<file path="config.mk">
export PLATFORM = sky130hd
export DESIGN_NAME = int_vector_text_parser_flat
export DESIGN_NICKNAME = d
export VERILOG_FILES = /design/src/ivtp_pkg.sv /design/src/ivtp_if.sv /design/src/ivtp_core.sv /design/src/ivtp_out_fifo.sv /design/src/int_vector_text_parser.sv /design/src/flat_wrapper.sv
export SDC_FILE = /design/constraint.sdc
export NUM_CORES = 1
export LEC_CHECK = 0
export ABC_AREA = 1
export BUFFER_PORTS_ARGS = -buffer_cell sky130_fd_sc_hd__buf_2
export CAP_MARGIN = 20
export CORE_MARGIN = 5
export CORE_UTILIZATION = 58
export CTS_CLUSTER_DIAMETER = 150
export DETAILED_ROUTE_END_ITERATION = 10
export PLACE_DENSITY = 0.76
export SYNTH_ARGS = -nofsm -noshare
export SYNTH_HDL_FRONTEND = slang
export SYNTH_SLANG_ARGS = --single-unit
</file>
<file path="constraint.sdc">
create_clock -name clk_i -period 6.2 [get_ports clk_i]
set_clock_uncertainty 0.15 [all_clocks]
set_input_delay 0.62 -clock clk_i [delete_from_list [all_inputs] [get_ports clk_i]]
set_output_delay 0.62 -clock clk_i [all_outputs]
set_load 0.05 [all_outputs]
</file>
<file path="src/ivtp_pkg.sv">
// Package for the integer vector text parser: character codes, parser phase
// codes, result kinds, error codes and the result and push types.
// No dependencies.
`default_nettype none

package ivtp_pkg;

  localparam int unsigned CHAR_W  = 8;
  localparam int unsigned MAG_W   = 63;
  localparam int unsigned VALUE_W = 64;
  localparam int unsigned KIND_W  = 2;
  localparam int unsigned CODE_W  = 3;
  localparam int unsigned PHASE_W = 3;

  localparam int unsigned FIFO_DEPTH = 4;

  localparam logic [CHAR_W-1:0] CH_TAB   = 8'h09;
  localparam logic [CHAR_W-1:0] CH_CR    = 8'h0D;
  localparam logic [CHAR_W-1:0] CH_SPACE = 8'h20;
  localparam logic [CHAR_W-1:0] CH_OPEN  = 8'h28;
  localparam logic [CHAR_W-1:0] CH_CLOSE = 8'h29;
  localparam logic [CHAR_W-1:0] CH_COMMA = 8'h2C;
  localparam logic [CHAR_W-1:0] CH_MINUS = 8'h2D;
  localparam logic [CHAR_W-1:0] CH_ZERO  = 8'h30;
  localparam logic [CHAR_W-1:0] CH_NINE  = 8'h39;

  localparam logic [PHASE_W-1:0] PH_OPEN  = 3'd0;
  localparam logic [PHASE_W-1:0] PH_FIRST = 3'd1;
  localparam logic [PHASE_W-1:0] PH_ELEM  = 3'd2;
  localparam logic [PHASE_W-1:0] PH_MINUS = 3'd3;
  localparam logic [PHASE_W-1:0] PH_NUM   = 3'd4;
  localparam logic [PHASE_W-1:0] PH_SEP   = 3'd5;
  localparam logic [PHASE_W-1:0] PH_DONE  = 3'd6;

  localparam logic [KIND_W-1:0] KIND_ELEMENT = 2'd0;
  localparam logic [KIND_W-1:0] KIND_DONE    = 2'd1;
  localparam logic [KIND_W-1:0] KIND_ERROR   = 2'd2;

  localparam logic [CODE_W-1:0] ERR_NONE           = 3'd0;
  localparam logic [CODE_W-1:0] ERR_EXPECT_OPEN    = 3'd1;
  localparam logic [CODE_W-1:0] ERR_EXPECT_INTEGER = 3'd2;
  localparam logic [CODE_W-1:0] ERR_EXPECT_CLOSE   = 3'd3;
  localparam logic [CODE_W-1:0] ERR_OVERFLOW       = 3'd4;

  typedef struct packed {
    logic [KIND_W-1:0]         kind;
    logic signed [VALUE_W-1:0] value;
    logic [CODE_W-1:0]         error_code;
    logic                      last_of_run;
  } result_t;

  // Results produced by one character, in delivery order.
  typedef struct packed {
    logic [1:0] count;
    result_t    first;
    result_t    second;
  } push_t;

endpackage

`default_nettype wire

</file>
<file path="src/ivtp_if.sv">
// Valid/ready channel interfaces for the integer vector text parser:
// the character input channel and the result output channel.
// Depends on ivtp_pkg.
`default_nettype none

interface ivtp_char_if;
  logic                            valid;
  logic                            ready;
  logic [ivtp_pkg::CHAR_W-1:0]     character;
  logic                            end_of_input;

  modport source (output valid, output character, output end_of_input, input ready);
  modport sink   (input valid, input character, input end_of_input, output ready);
endinterface

interface ivtp_result_if;
  logic                                valid;
  logic                                ready;
  logic [ivtp_pkg::KIND_W-1:0]         kind;
  logic signed [ivtp_pkg::VALUE_W-1:0] value;
  logic [ivtp_pkg::CODE_W-1:0]         error_code;
  logic                                last_of_run;

  modport source (output valid, output kind, output value, output error_code,
                  output last_of_run, input ready);
  modport sink   (input valid, input kind, input value, input error_code,
                  input last_of_run, output ready);
endinterface

`default_nettype wire

</file>
<file path="src/ivtp_core.sv">
// Parser core: input character register, parse state registers and the
// single-pass step logic that yields up to two results per character.
// Depends on ivtp_pkg and ivtp_char_if.
`default_nettype none

module ivtp_core (
  input  wire logic            clk_i,
  input  wire logic            rst_ni,
  ivtp_char_if.sink            in_i,
  input  wire logic            room_i,
  output ivtp_pkg::push_t      push_o
);

  logic                               in_valid_q;
  logic [ivtp_pkg::CHAR_W-1:0]        char_q;
  logic                               eoi_q;
  logic                               fire;

  logic [ivtp_pkg::PHASE_W-1:0]       phase_q, phase_d;
  logic                               neg_q, neg_d;
  logic [ivtp_pkg::MAG_W-1:0]         mag_q, mag_d;

  logic                               is_ws, is_digit;
  logic [ivtp_pkg::MAG_W+3:0]         mac;
  logic                               ovf;
  logic [ivtp_pkg::MAG_W-1:0]         digit_mag;

  logic                               has_elem, has_term;
  logic                               elem_neg;
  logic [ivtp_pkg::MAG_W-1:0]         elem_mag;
  logic [ivtp_pkg::VALUE_W-1:0]       elem_val;
  logic [ivtp_pkg::KIND_W-1:0]        term_kind;
  logic [ivtp_pkg::CODE_W-1:0]        term_code;
  ivtp_pkg::result_t                  elem_res, term_res;

  assign in_i.ready = !in_valid_q || room_i;
  assign fire       = in_valid_q && room_i;

  always_ff @(posedge clk_i or negedge rst_ni) begin
    if (!rst_ni) begin
      in_valid_q <= 1'b0;
    end else if (in_i.ready) begin
      in_valid_q <= in_i.valid;
    end
  end

  always_ff @(posedge clk_i) begin
    if (in_i.valid && in_i.ready) begin
      char_q <= in_i.character;
      eoi_q  <= in_i.end_of_input;
    end
  end

  always_ff @(posedge clk_i or negedge rst_ni) begin
    if (!rst_ni) begin
      phase_q <= ivtp_pkg::PH_OPEN;
      neg_q   <= 1'b0;
      mag_q   <= '0;
    end else if (fire) begin
      phase_q <= phase_d;
      neg_q   <= neg_d;
      mag_q   <= mag_d;
    end
  end

  assign is_ws = (char_q >= ivtp_pkg::CH_TAB && char_q <= ivtp_pkg::CH_CR) ||
                 char_q == ivtp_pkg::CH_SPACE;
  assign is_digit = char_q >= ivtp_pkg::CH_ZERO && char_q <= ivtp_pkg::CH_NINE;
  assign digit_mag = {{(ivtp_pkg::MAG_W-4){1'b0}}, char_q[3:0]};

  // magnitude * 10 + digit, overflow when above 2^63-1
  assign mac = {1'b0, mag_q, 3'b000} + {3'b000, mag_q, 1'b0} +
               {{ivtp_pkg::MAG_W{1'b0}}, char_q[3:0]};
  assign ovf = |mac[ivtp_pkg::MAG_W+3:ivtp_pkg::MAG_W];

  always_comb begin
    phase_d   = phase_q;
    neg_d     = neg_q;
    mag_d     = mag_q;
    has_elem  = 1'b0;
    has_term  = 1'b0;
    elem_neg  = neg_q;
    elem_mag  = mag_q;
    term_kind = ivtp_pkg::KIND_DONE;
    term_code = ivtp_pkg::ERR_NONE;

    case (phase_q)
      ivtp_pkg::PH_OPEN: begin
        if (is_ws) begin
          phase_d = phase_q;
        end else if (char_q == ivtp_pkg::CH_OPEN) begin
          phase_d = ivtp_pkg::PH_FIRST;
        end else begin
          has_term  = 1'b1;
          term_kind = ivtp_pkg::KIND_ERROR;
          term_code = ivtp_pkg::ERR_EXPECT_OPEN;
          phase_d   = ivtp_pkg::PH_DONE;
        end
      end
      ivtp_pkg::PH_FIRST, ivtp_pkg::PH_ELEM: begin
        if (is_ws) begin
          phase_d = phase_q;
        end else if (phase_q == ivtp_pkg::PH_FIRST && char_q == ivtp_pkg::CH_CLOSE) begin
          has_term  = 1'b1;
          term_kind = ivtp_pkg::KIND_DONE;
          phase_d   = ivtp_pkg::PH_DONE;
        end else if (char_q == ivtp_pkg::CH_MINUS) begin
          neg_d   = 1'b1;
          phase_d = ivtp_pkg::PH_MINUS;
        end else if (is_digit) begin
          mag_d   = digit_mag;
          phase_d = ivtp_pkg::PH_NUM;
        end else begin
          has_term  = 1'b1;
          term_kind = ivtp_pkg::KIND_ERROR;
          term_code = ivtp_pkg::ERR_EXPECT_INTEGER;
          phase_d   = ivtp_pkg::PH_DONE;
        end
      end
      ivtp_pkg::PH_MINUS: begin
        if (is_digit) begin
          mag_d   = digit_mag;
          phase_d = ivtp_pkg::PH_NUM;
        end else begin
          has_term  = 1'b1;
          term_kind = ivtp_pkg::KIND_ERROR;
          term_code = ivtp_pkg::ERR_EXPECT_INTEGER;
          phase_d   = ivtp_pkg::PH_DONE;
        end
      end
      ivtp_pkg::PH_NUM, ivtp_pkg::PH_SEP: begin
        if (phase_q == ivtp_pkg::PH_NUM && is_digit) begin
          if (ovf) begin
            has_term  = 1'b1;
            term_kind = ivtp_pkg::KIND_ERROR;
            term_code = ivtp_pkg::ERR_OVERFLOW;
            phase_d   = ivtp_pkg::PH_DONE;
          end else begin
            mag_d = mac[ivtp_pkg::MAG_W-1:0];
          end
        end else begin
          if (phase_q == ivtp_pkg::PH_NUM) begin
            // integer ends here, same character is then a separator
            has_elem = 1'b1;
            neg_d    = 1'b0;
            mag_d    = '0;
          end
          if (is_ws) begin
            phase_d = ivtp_pkg::PH_SEP;
          end else if (char_q == ivtp_pkg::CH_COMMA) begin
            phase_d = ivtp_pkg::PH_ELEM;
          end else if (char_q == ivtp_pkg::CH_CLOSE) begin
            has_term  = 1'b1;
            term_kind = ivtp_pkg::KIND_DONE;
            phase_d   = ivtp_pkg::PH_DONE;
          end else begin
            has_term  = 1'b1;
            term_kind = ivtp_pkg::KIND_ERROR;
            term_code = ivtp_pkg::ERR_EXPECT_CLOSE;
            phase_d   = ivtp_pkg::PH_DONE;
          end
        end
      end
      default: begin
        phase_d = phase_q;
      end
    endcase

    if (eoi_q) begin
      case (phase_d)
        ivtp_pkg::PH_OPEN: begin
          has_term  = 1'b1;
          term_kind = ivtp_pkg::KIND_ERROR;
          term_code = ivtp_pkg::ERR_EXPECT_OPEN;
        end
        ivtp_pkg::PH_FIRST, ivtp_pkg::PH_ELEM, ivtp_pkg::PH_MINUS: begin
          has_term  = 1'b1;
          term_kind = ivtp_pkg::KIND_ERROR;
          term_code = ivtp_pkg::ERR_EXPECT_INTEGER;
        end
        ivtp_pkg::PH_NUM: begin
          has_elem  = 1'b1;
          elem_neg  = neg_d;
          elem_mag  = mag_d;
          has_term  = 1'b1;
          term_kind = ivtp_pkg::KIND_ERROR;
          term_code = ivtp_pkg::ERR_EXPECT_CLOSE;
        end
        ivtp_pkg::PH_SEP: begin
          has_term  = 1'b1;
          term_kind = ivtp_pkg::KIND_ERROR;
          term_code = ivtp_pkg::ERR_EXPECT_CLOSE;
        end
        default: begin
          has_term = has_term;
        end
      endcase
      phase_d = ivtp_pkg::PH_OPEN;
      neg_d   = 1'b0;
      mag_d   = '0;
    end
  end

  assign elem_val = elem_neg ? (ivtp_pkg::VALUE_W'(0) - {1'b0, elem_mag})
                             : {1'b0, elem_mag};

  assign elem_res.kind        = ivtp_pkg::KIND_ELEMENT;
  assign elem_res.value       = elem_val;
  assign elem_res.error_code  = ivtp_pkg::ERR_NONE;
  assign elem_res.last_of_run = !has_term;

  assign term_res.kind        = term_kind;
  assign term_res.value       = '0;
  assign term_res.error_code  = term_code;
  assign term_res.last_of_run = 1'b1;

  // an element, when present, always precedes the terminating result
  assign push_o.count  = fire ? ({1'b0, has_elem} + {1'b0, has_term}) : 2'd0;
  assign push_o.first  = has_elem ? elem_res : term_res;
  assign push_o.second = term_res;

  a_phase_legal: assert property (@(posedge clk_i) disable iff (!rst_ni)
    phase_q <= ivtp_pkg::PH_DONE)
    else $error("parse phase holds an unused code");

  a_eoi_resets: assert property (@(posedge clk_i) disable iff (!rst_ni)
    (fire && eoi_q) |=> (phase_q == ivtp_pkg::PH_OPEN && mag_q == '0 && !neg_q))
    else $error("state not cleared after end of input");

  a_pair_order: assert property (@(posedge clk_i) disable iff (!rst_ni)
    (push_o.count == 2'd2) |->
      (push_o.first.kind == ivtp_pkg::KIND_ELEMENT && push_o.second.kind != ivtp_pkg::KIND_ELEMENT))
    else $error("two results per character must be element then terminator");

endmodule

`default_nettype wire

</file>
<file path="src/ivtp_out_fifo.sv">
// Result queue: takes zero, one or two results per cycle from the parser core
// and hands them out one transaction at a time. Depends on ivtp_pkg, ivtp_result_if.
`default_nettype none

module ivtp_out_fifo #(
  parameter int unsigned FifoDepth = ivtp_pkg::FIFO_DEPTH
) (
  input  wire logic            clk_i,
  input  wire logic            rst_ni,
  input  wire ivtp_pkg::push_t push_i,
  output logic                 room_o,
  ivtp_result_if.source        out_o
);

  localparam int unsigned PtrW = (FifoDepth > 1) ? $clog2(FifoDepth) : 1;
  localparam int unsigned CntW = $clog2(FifoDepth + 1);

  ivtp_pkg::result_t   mem_q [FifoDepth];
  logic [PtrW-1:0]     wr_ptr_q, rd_ptr_q, wr_next;
  logic [CntW-1:0]     count_q;
  logic                pop;
  ivtp_pkg::result_t   head;

  function automatic logic [PtrW-1:0] wrap_add(logic [PtrW-1:0] p, logic [1:0] k);
    int unsigned sum;
    sum = int'(p) + int'(k);
    if (sum >= FifoDepth) begin
      sum = sum - FifoDepth;
    end
    return PtrW'(sum);
  endfunction

  assign room_o  = count_q <= CntW'(FifoDepth - 2);
  assign pop     = out_o.valid && out_o.ready;
  assign wr_next = wrap_add(wr_ptr_q, 2'd1);
  assign head    = mem_q[rd_ptr_q];

  assign out_o.valid       = count_q != '0;
  assign out_o.kind        = head.kind;
  assign out_o.value       = head.value;
  assign out_o.error_code  = head.error_code;
  assign out_o.last_of_run = head.last_of_run;

  always_ff @(posedge clk_i) begin
    if (push_i.count != 2'd0) begin
      mem_q[wr_ptr_q] <= push_i.first;
    end
    if (push_i.count == 2'd2) begin
      mem_q[wr_next] <= push_i.second;
    end
  end

  always_ff @(posedge clk_i or negedge rst_ni) begin
    if (!rst_ni) begin
      wr_ptr_q <= '0;
      rd_ptr_q <= '0;
      count_q  <= '0;
    end else begin
      wr_ptr_q <= wrap_add(wr_ptr_q, push_i.count);
      if (pop) begin
        rd_ptr_q <= wrap_add(rd_ptr_q, 2'd1);
      end
      count_q <= count_q + CntW'(push_i.count) - CntW'(pop);
    end
  end

  a_no_overfill: assert property (@(posedge clk_i) disable iff (!rst_ni)
    (push_i.count != 2'd0) |-> room_o)
    else $error("results pushed without room");

  a_count_bound: assert property (@(posedge clk_i) disable iff (!rst_ni)
    count_q <= CntW'(FifoDepth))
    else $error("result queue count out of range");

  a_drain: assert property (@(posedge clk_i) disable iff (!rst_ni)
    (count_q == CntW'(1) && pop && push_i.count == 2'd0) |=> !out_o.valid)
    else $error("queue not empty after last transaction drained");

endmodule

`default_nettype wire

</file>
<file path="src/int_vector_text_parser.sv">
// Top level of the integer vector text parser: parser core and result queue.
// Depends on ivtp_pkg, ivtp_if (ivtp_char_if, ivtp_result_if), ivtp_core, ivtp_out_fifo.
//
//   port   | dir | transaction
//   -------+-----+----------------------------------------------------------
//   in_i   | in  | one character, end_of_input marks the last of a frame
//   out_o  | out | one result: element, vector complete or error
//
// A character is taken into the input register, then parsed in one pass once the
// queue has room (multiply-by-ten accumulate plus phase update); one character per cycle
// is sustained while the queue has room, and it yields zero, one or two results.
// Results enter a FifoDepth-entry queue; input is held off only while the queue
// has fewer than two free entries, so out_o stalls reach in_i through a register.
// Reset is asynchronous, active low; no clearing pass is needed.
`default_nettype none

module int_vector_text_parser #(
  parameter int unsigned FifoDepth = ivtp_pkg::FIFO_DEPTH
) (
  input  wire logic      clk_i,
  input  wire logic      rst_ni,
  ivtp_char_if.sink      in_i,
  ivtp_result_if.source  out_o
);

  ivtp_pkg::push_t push;
  logic            room;

  ivtp_core u_core (
    .clk_i  (clk_i),
    .rst_ni (rst_ni),
    .in_i   (in_i),
    .room_i (room),
    .push_o (push)
  );

  ivtp_out_fifo #(
    .FifoDepth (FifoDepth)
  ) u_out_fifo (
    .clk_i  (clk_i),
    .rst_ni (rst_ni),
    .push_i (push),
    .room_o (room),
    .out_o  (out_o)
  );

endmodule

`default_nettype wire
</file>
<file path="src/flat_wrapper.sv">
// flat-port wrapper written by rule: the top's interface ports become plain ports
module int_vector_text_parser_flat 
#(
  parameter int unsigned FifoDepth = ivtp_pkg::FIFO_DEPTH
)
  (clk_i, rst_ni, in_i_valid, in_i_character, in_i_end_of_input, in_i_ready, out_o_valid, out_o_kind, out_o_value, out_o_error_code, out_o_last_of_run, out_o_ready);
  ivtp_char_if in_i_i ();
  ivtp_result_if out_o_i ();
  input  wire logic clk_i;
  input  wire logic rst_ni;
  input wire logic [$bits(in_i_i.valid)-1:0] in_i_valid;
  input wire logic [$bits(in_i_i.character)-1:0] in_i_character;
  input wire logic [$bits(in_i_i.end_of_input)-1:0] in_i_end_of_input;
  output wire logic [$bits(in_i_i.ready)-1:0] in_i_ready;
  output wire logic [$bits(out_o_i.valid)-1:0] out_o_valid;
  output wire logic [$bits(out_o_i.kind)-1:0] out_o_kind;
  output wire logic [$bits(out_o_i.value)-1:0] out_o_value;
  output wire logic [$bits(out_o_i.error_code)-1:0] out_o_error_code;
  output wire logic [$bits(out_o_i.last_of_run)-1:0] out_o_last_of_run;
  input wire logic [$bits(out_o_i.ready)-1:0] out_o_ready;
  assign in_i_i.valid = in_i_valid;
  assign in_i_i.character = in_i_character;
  assign in_i_i.end_of_input = in_i_end_of_input;
  assign in_i_ready = in_i_i.ready;
  assign out_o_valid = out_o_i.valid;
  assign out_o_kind = out_o_i.kind;
  assign out_o_value = out_o_i.value;
  assign out_o_error_code = out_o_i.error_code;
  assign out_o_last_of_run = out_o_i.last_of_run;
  assign out_o_i.ready = out_o_ready;
  int_vector_text_parser #(.FifoDepth(FifoDepth)) u_core (.clk_i(clk_i), .rst_ni(rst_ni), .in_i(in_i_i), .out_o(out_o_i));
endmodule
</file>
==> summary.txt <==
Outcome
  • Status: finished clean

Placed design
  • Pre-CTS setup slack: 0.123 ns
  • Routability cong.: ~1.0
  • Port Buf Inserts: 84
  • Post-DP HPWL: between 60000 and 70000 um
  • Cell count after placement: 4921
  • Placed inst area: about 28000 um2

Clocking
  • H-tree depth: 2
  • CTS Buffer Depth: 3
  • Sink Count: approximately 360
  • Root Driver: clkbuf_16
  • Clock-pin slew on the worst setup and hold paths: approximately 0.060 ns
  • TritonCTS buffer count: 40
  • CTS tree: yes
  • Worst-skew pair later-pin latency: 0.57 ns

Final layout
  • Ant diodes: 0
  • Most frequent cells in the layout: nand2_1 (1563), nor2_1 (458), o21ai_0 (356)
  • Fin util: about 64%
  • Fillcell total: between 4000 and 5000
  • Area delta synth->final: 9.73%
  • Share of cells above drive strength 1: between 8 and 9%
  • Nets: 4513
  • Layout Cells excl Fill: 4996
  • Commonest non-fill, non-tap cell in the layout: nand2_1
  • Design area: 29300 um2

Critical path
  • Crit. End Element: register
  • CP Buf/Inv Count: 8
  • Worst Path Class, Setup: reg2reg
  • Most common cell on crit path: nand2_1
  • Data arrival time of the critical path: roughly 6.1 ns
  • Crit path max-delay cell type: fa_1
  • Crit path launch type: register
  • CP top delay family: simple AND/OR/NAND/NOR gates
  • Max FO, Critical Path: 64
  • Slowest stage delay, CP: 0.51 ns
  • CP Data Required Time: 6.50 ns

Logic synthesis
  • Syn Std Cell Area: ~27000 um2
  • Sequential area share after synthesis: roughly 30%
  • Yosys cell types: 57
  • Synth Warn #: 0
  • Synthesized Nets: between 4000 and 5000
  • Syn_area_per_cell: 6.15 um2
  • Synth Register Bits: 364
  • Post-Syn Instances: 4344

Global route
  • Vias in the first global route: approximately 26000
  • Antenna violations before repair: 0
  • Gr ovfl total: 0
  • Total track usage: 34.5%
  • Largest net degree at the start of global routing: 102
  • First-pass GRT wire length: ~140000 um

Pwr
  • Power density over the cells: around 470 nW/um2
  • LEAKAGE: between 15 and 20 nW
  • Maximum vdd ir drop: 0.000584 V
  • Total power: 13.6 mW

STA
  • Final Max Slew Viols: 0
  • Final hold slack: 0.0703 ns
  • Setup TNS: 0 ns
  • Max Fclk: 173 MHz
  • Period utilization: between 90 and 100%
  • Period minus WS final: slightly below 6 ns
  • Max_slew headroom: roughly a third
  • Final worst slack: 0.412 ns
  • Final setup viols: 0
  • Hold Fails Final Rpt: 0
  • Measured slew at the worst slew-check pin: about 1 ns

Detailed routing
  • DRT Pass-1 Iters: 7
  • DRT iter0 DRCs: about 3400
  • # DRC: 0
  • Wire per inst: 18.1 um
  • DR vias/cell: between 5 and 6
  • Routed wire length: 90200 um
  • Via count: about 29000
  • DRT antenna net count: 0

Floorplan
  • Core footprint: 45500 um2
  • Starting Density: between 50% and 60%
  • Die span in x: between 200 and 250 um
  • Row count: 78
  • I/O pin count: 85
  • Chip height: about 220 um
  • Die area: slightly above 50000 um2

Flow run
  • Max-cap violations: 0

Hold path
  • Hold WC Path Type: in2reg
## worst paths after layout
check                                                     from                             end  slack, ns  cells after the start
worst max-delay path                    u_core.u_core.mag_q[0]  u_core.u_out_fifo.mem_q[0][59]       0.41                     35
worst min-delay path                         in_i_character[6]         u_core.u_core.char_q[6]       0.07                      1
worst max register to register          u_core.u_core.mag_q[0]  u_core.u_out_fifo.mem_q[0][59]       0.41                     35
worst min register to register  u_core.u_out_fifo.mem_q[2][50]  u_core.u_out_fifo.mem_q[2][50]       0.30                      2
max in group asynchronous                               rst_ni   u_core.u_out_fifo.rd_ptr_q[0]       4.36                      3
min in group asynchronous                               rst_ni         u_core.u_core.mag_q[50]       0.34                      2
## cell usage after synthesis (all sizes together)
master | n | area, um2
nand2 | 1593 | 6070
nor2 | 487 | 1940
o21ai | 447 | 2280
inv | 357 | 1340
nand3 | 293 | 1490
dfxtp | 260 | 5200
a21oi | 134 | 682
ha | 131 | 1640
clkbuf | 123 | 462
o22ai | 104 | 651
dfrtp | 75 | 1880
buf | 74 | 434
nand4 | 60 | 390
xor2 | 37 | 339
edfxtp | 29 | 871
or2 | 23 | 144
o21bai | 21 | 158
nor3 | 19 | 100
xnor2 | 19 | 166
nand3b | 10 | 75.1
o211ai | 10 | 75.1
nor4 | 9 | 56.3
a22oi | 3 | 22.5
a31oi | 3 | 18.8
and2 | 3 | 18.8
fa | 3 | 60.1
a211oi | 2 | 15.0
a21boi | 2 | 15.0
a32oi | 2 | 17.5
and3 | 2 | 12.5
a2111oi | 1 | 8.76
a21o | 1 | 7.51
a221oi | 1 | 8.76
a22o | 1 | 8.76
and2b | 1 | 7.51
nand2b | 1 | 6.26
o21a | 1 | 7.51
o2bb2ai | 1 | 8.76
o31ai | 1 | 7.51
## cell type report
class,count,area [um2],share of cell area [%]
Multi-Input combinational cell,3426,16600,56.6
Sequential cell,364,7960,27.2
Inverter,357,1340,4.58
Timing Repair Buffer,177,1290,4.42
Clock buffer,49,1120,3.81
Tap cell,600,751,2.56
Clock inverter,23,255,0.871
## flip-flops by register name, indices dropped and copies added (netlist names)
name	flops
u_core.u_core.mag_q	63
u_core.u_core.eoi_q	1
u_core.u_out_fifo.rd_ptr_q	2
u_core.u_core.in_valid_q	1
u_core.u_out_fifo.wr_ptr_q	2
u_core.u_core.char_q	8
u_core.u_out_fifo.mem_q	280
u_core.u_out_fifo.count_q	3
u_core.u_core.phase_q	3
u_core.u_core.neg_q	1
## kinds of logic (layout without fill, tap and decap cells)
kind of cell / Yosys count / after routing / synth area share [%]
xor+xnor: 56 / 56 / 1.89
fa+ha+maj: 134 / 134 / 6.36
flops: 364 / 364 / 29.8
compound gates: 735 / 735 / 14.9
simple gates: 2501 / 2501 / 38.6
buf+inv: 554 / 606 / 8.38
## worst register-to-register path: cells and delay by family, from the launching register on
kind	cells	cell delay, ns
AND/OR/NAND/NOR	22	2.45
buffers and inverters	8	0.85
adder cells (fa/ha/maj)	3	1.33
AO/OA/AOI/OAI	2	0.51
flip-flops	1	0.41
## power by group
part,leakage (nW),switching [mW],internal (mW)
registers,3.40,0.272,2.78
logic,11.0,6.03,2.07
clock network,0.668,1.04,1.46
## layer usage
| layer | track usage, % | vias to the layer above | wire (um) | share of wire (%) |
|---|---|---|---|---|
| met3 | 5.04 | 175 | 7920 | 8.8 |
| met5 | 0 | - | 0 | 0 |
| met1 | 49.4 | 13139 | 39900 | 44 |
| met4 | 10.7 | 0 | 2990 | 3.3 |
| met2 | 54.3 | 1267 | 39400 | 44 |
| li1 | - | 14142 | - | - |
## what timing repair did
action | CTS | global route
resized for setup | 0 | 15
endpoints found under the hold margin | 15 | 0
endpoints found under the setup margin | 0 | 301
setup buffers | 0 | 2
hold buffers | 1 | 0
No activity file was read; power rests on OpenSTA's default activity.
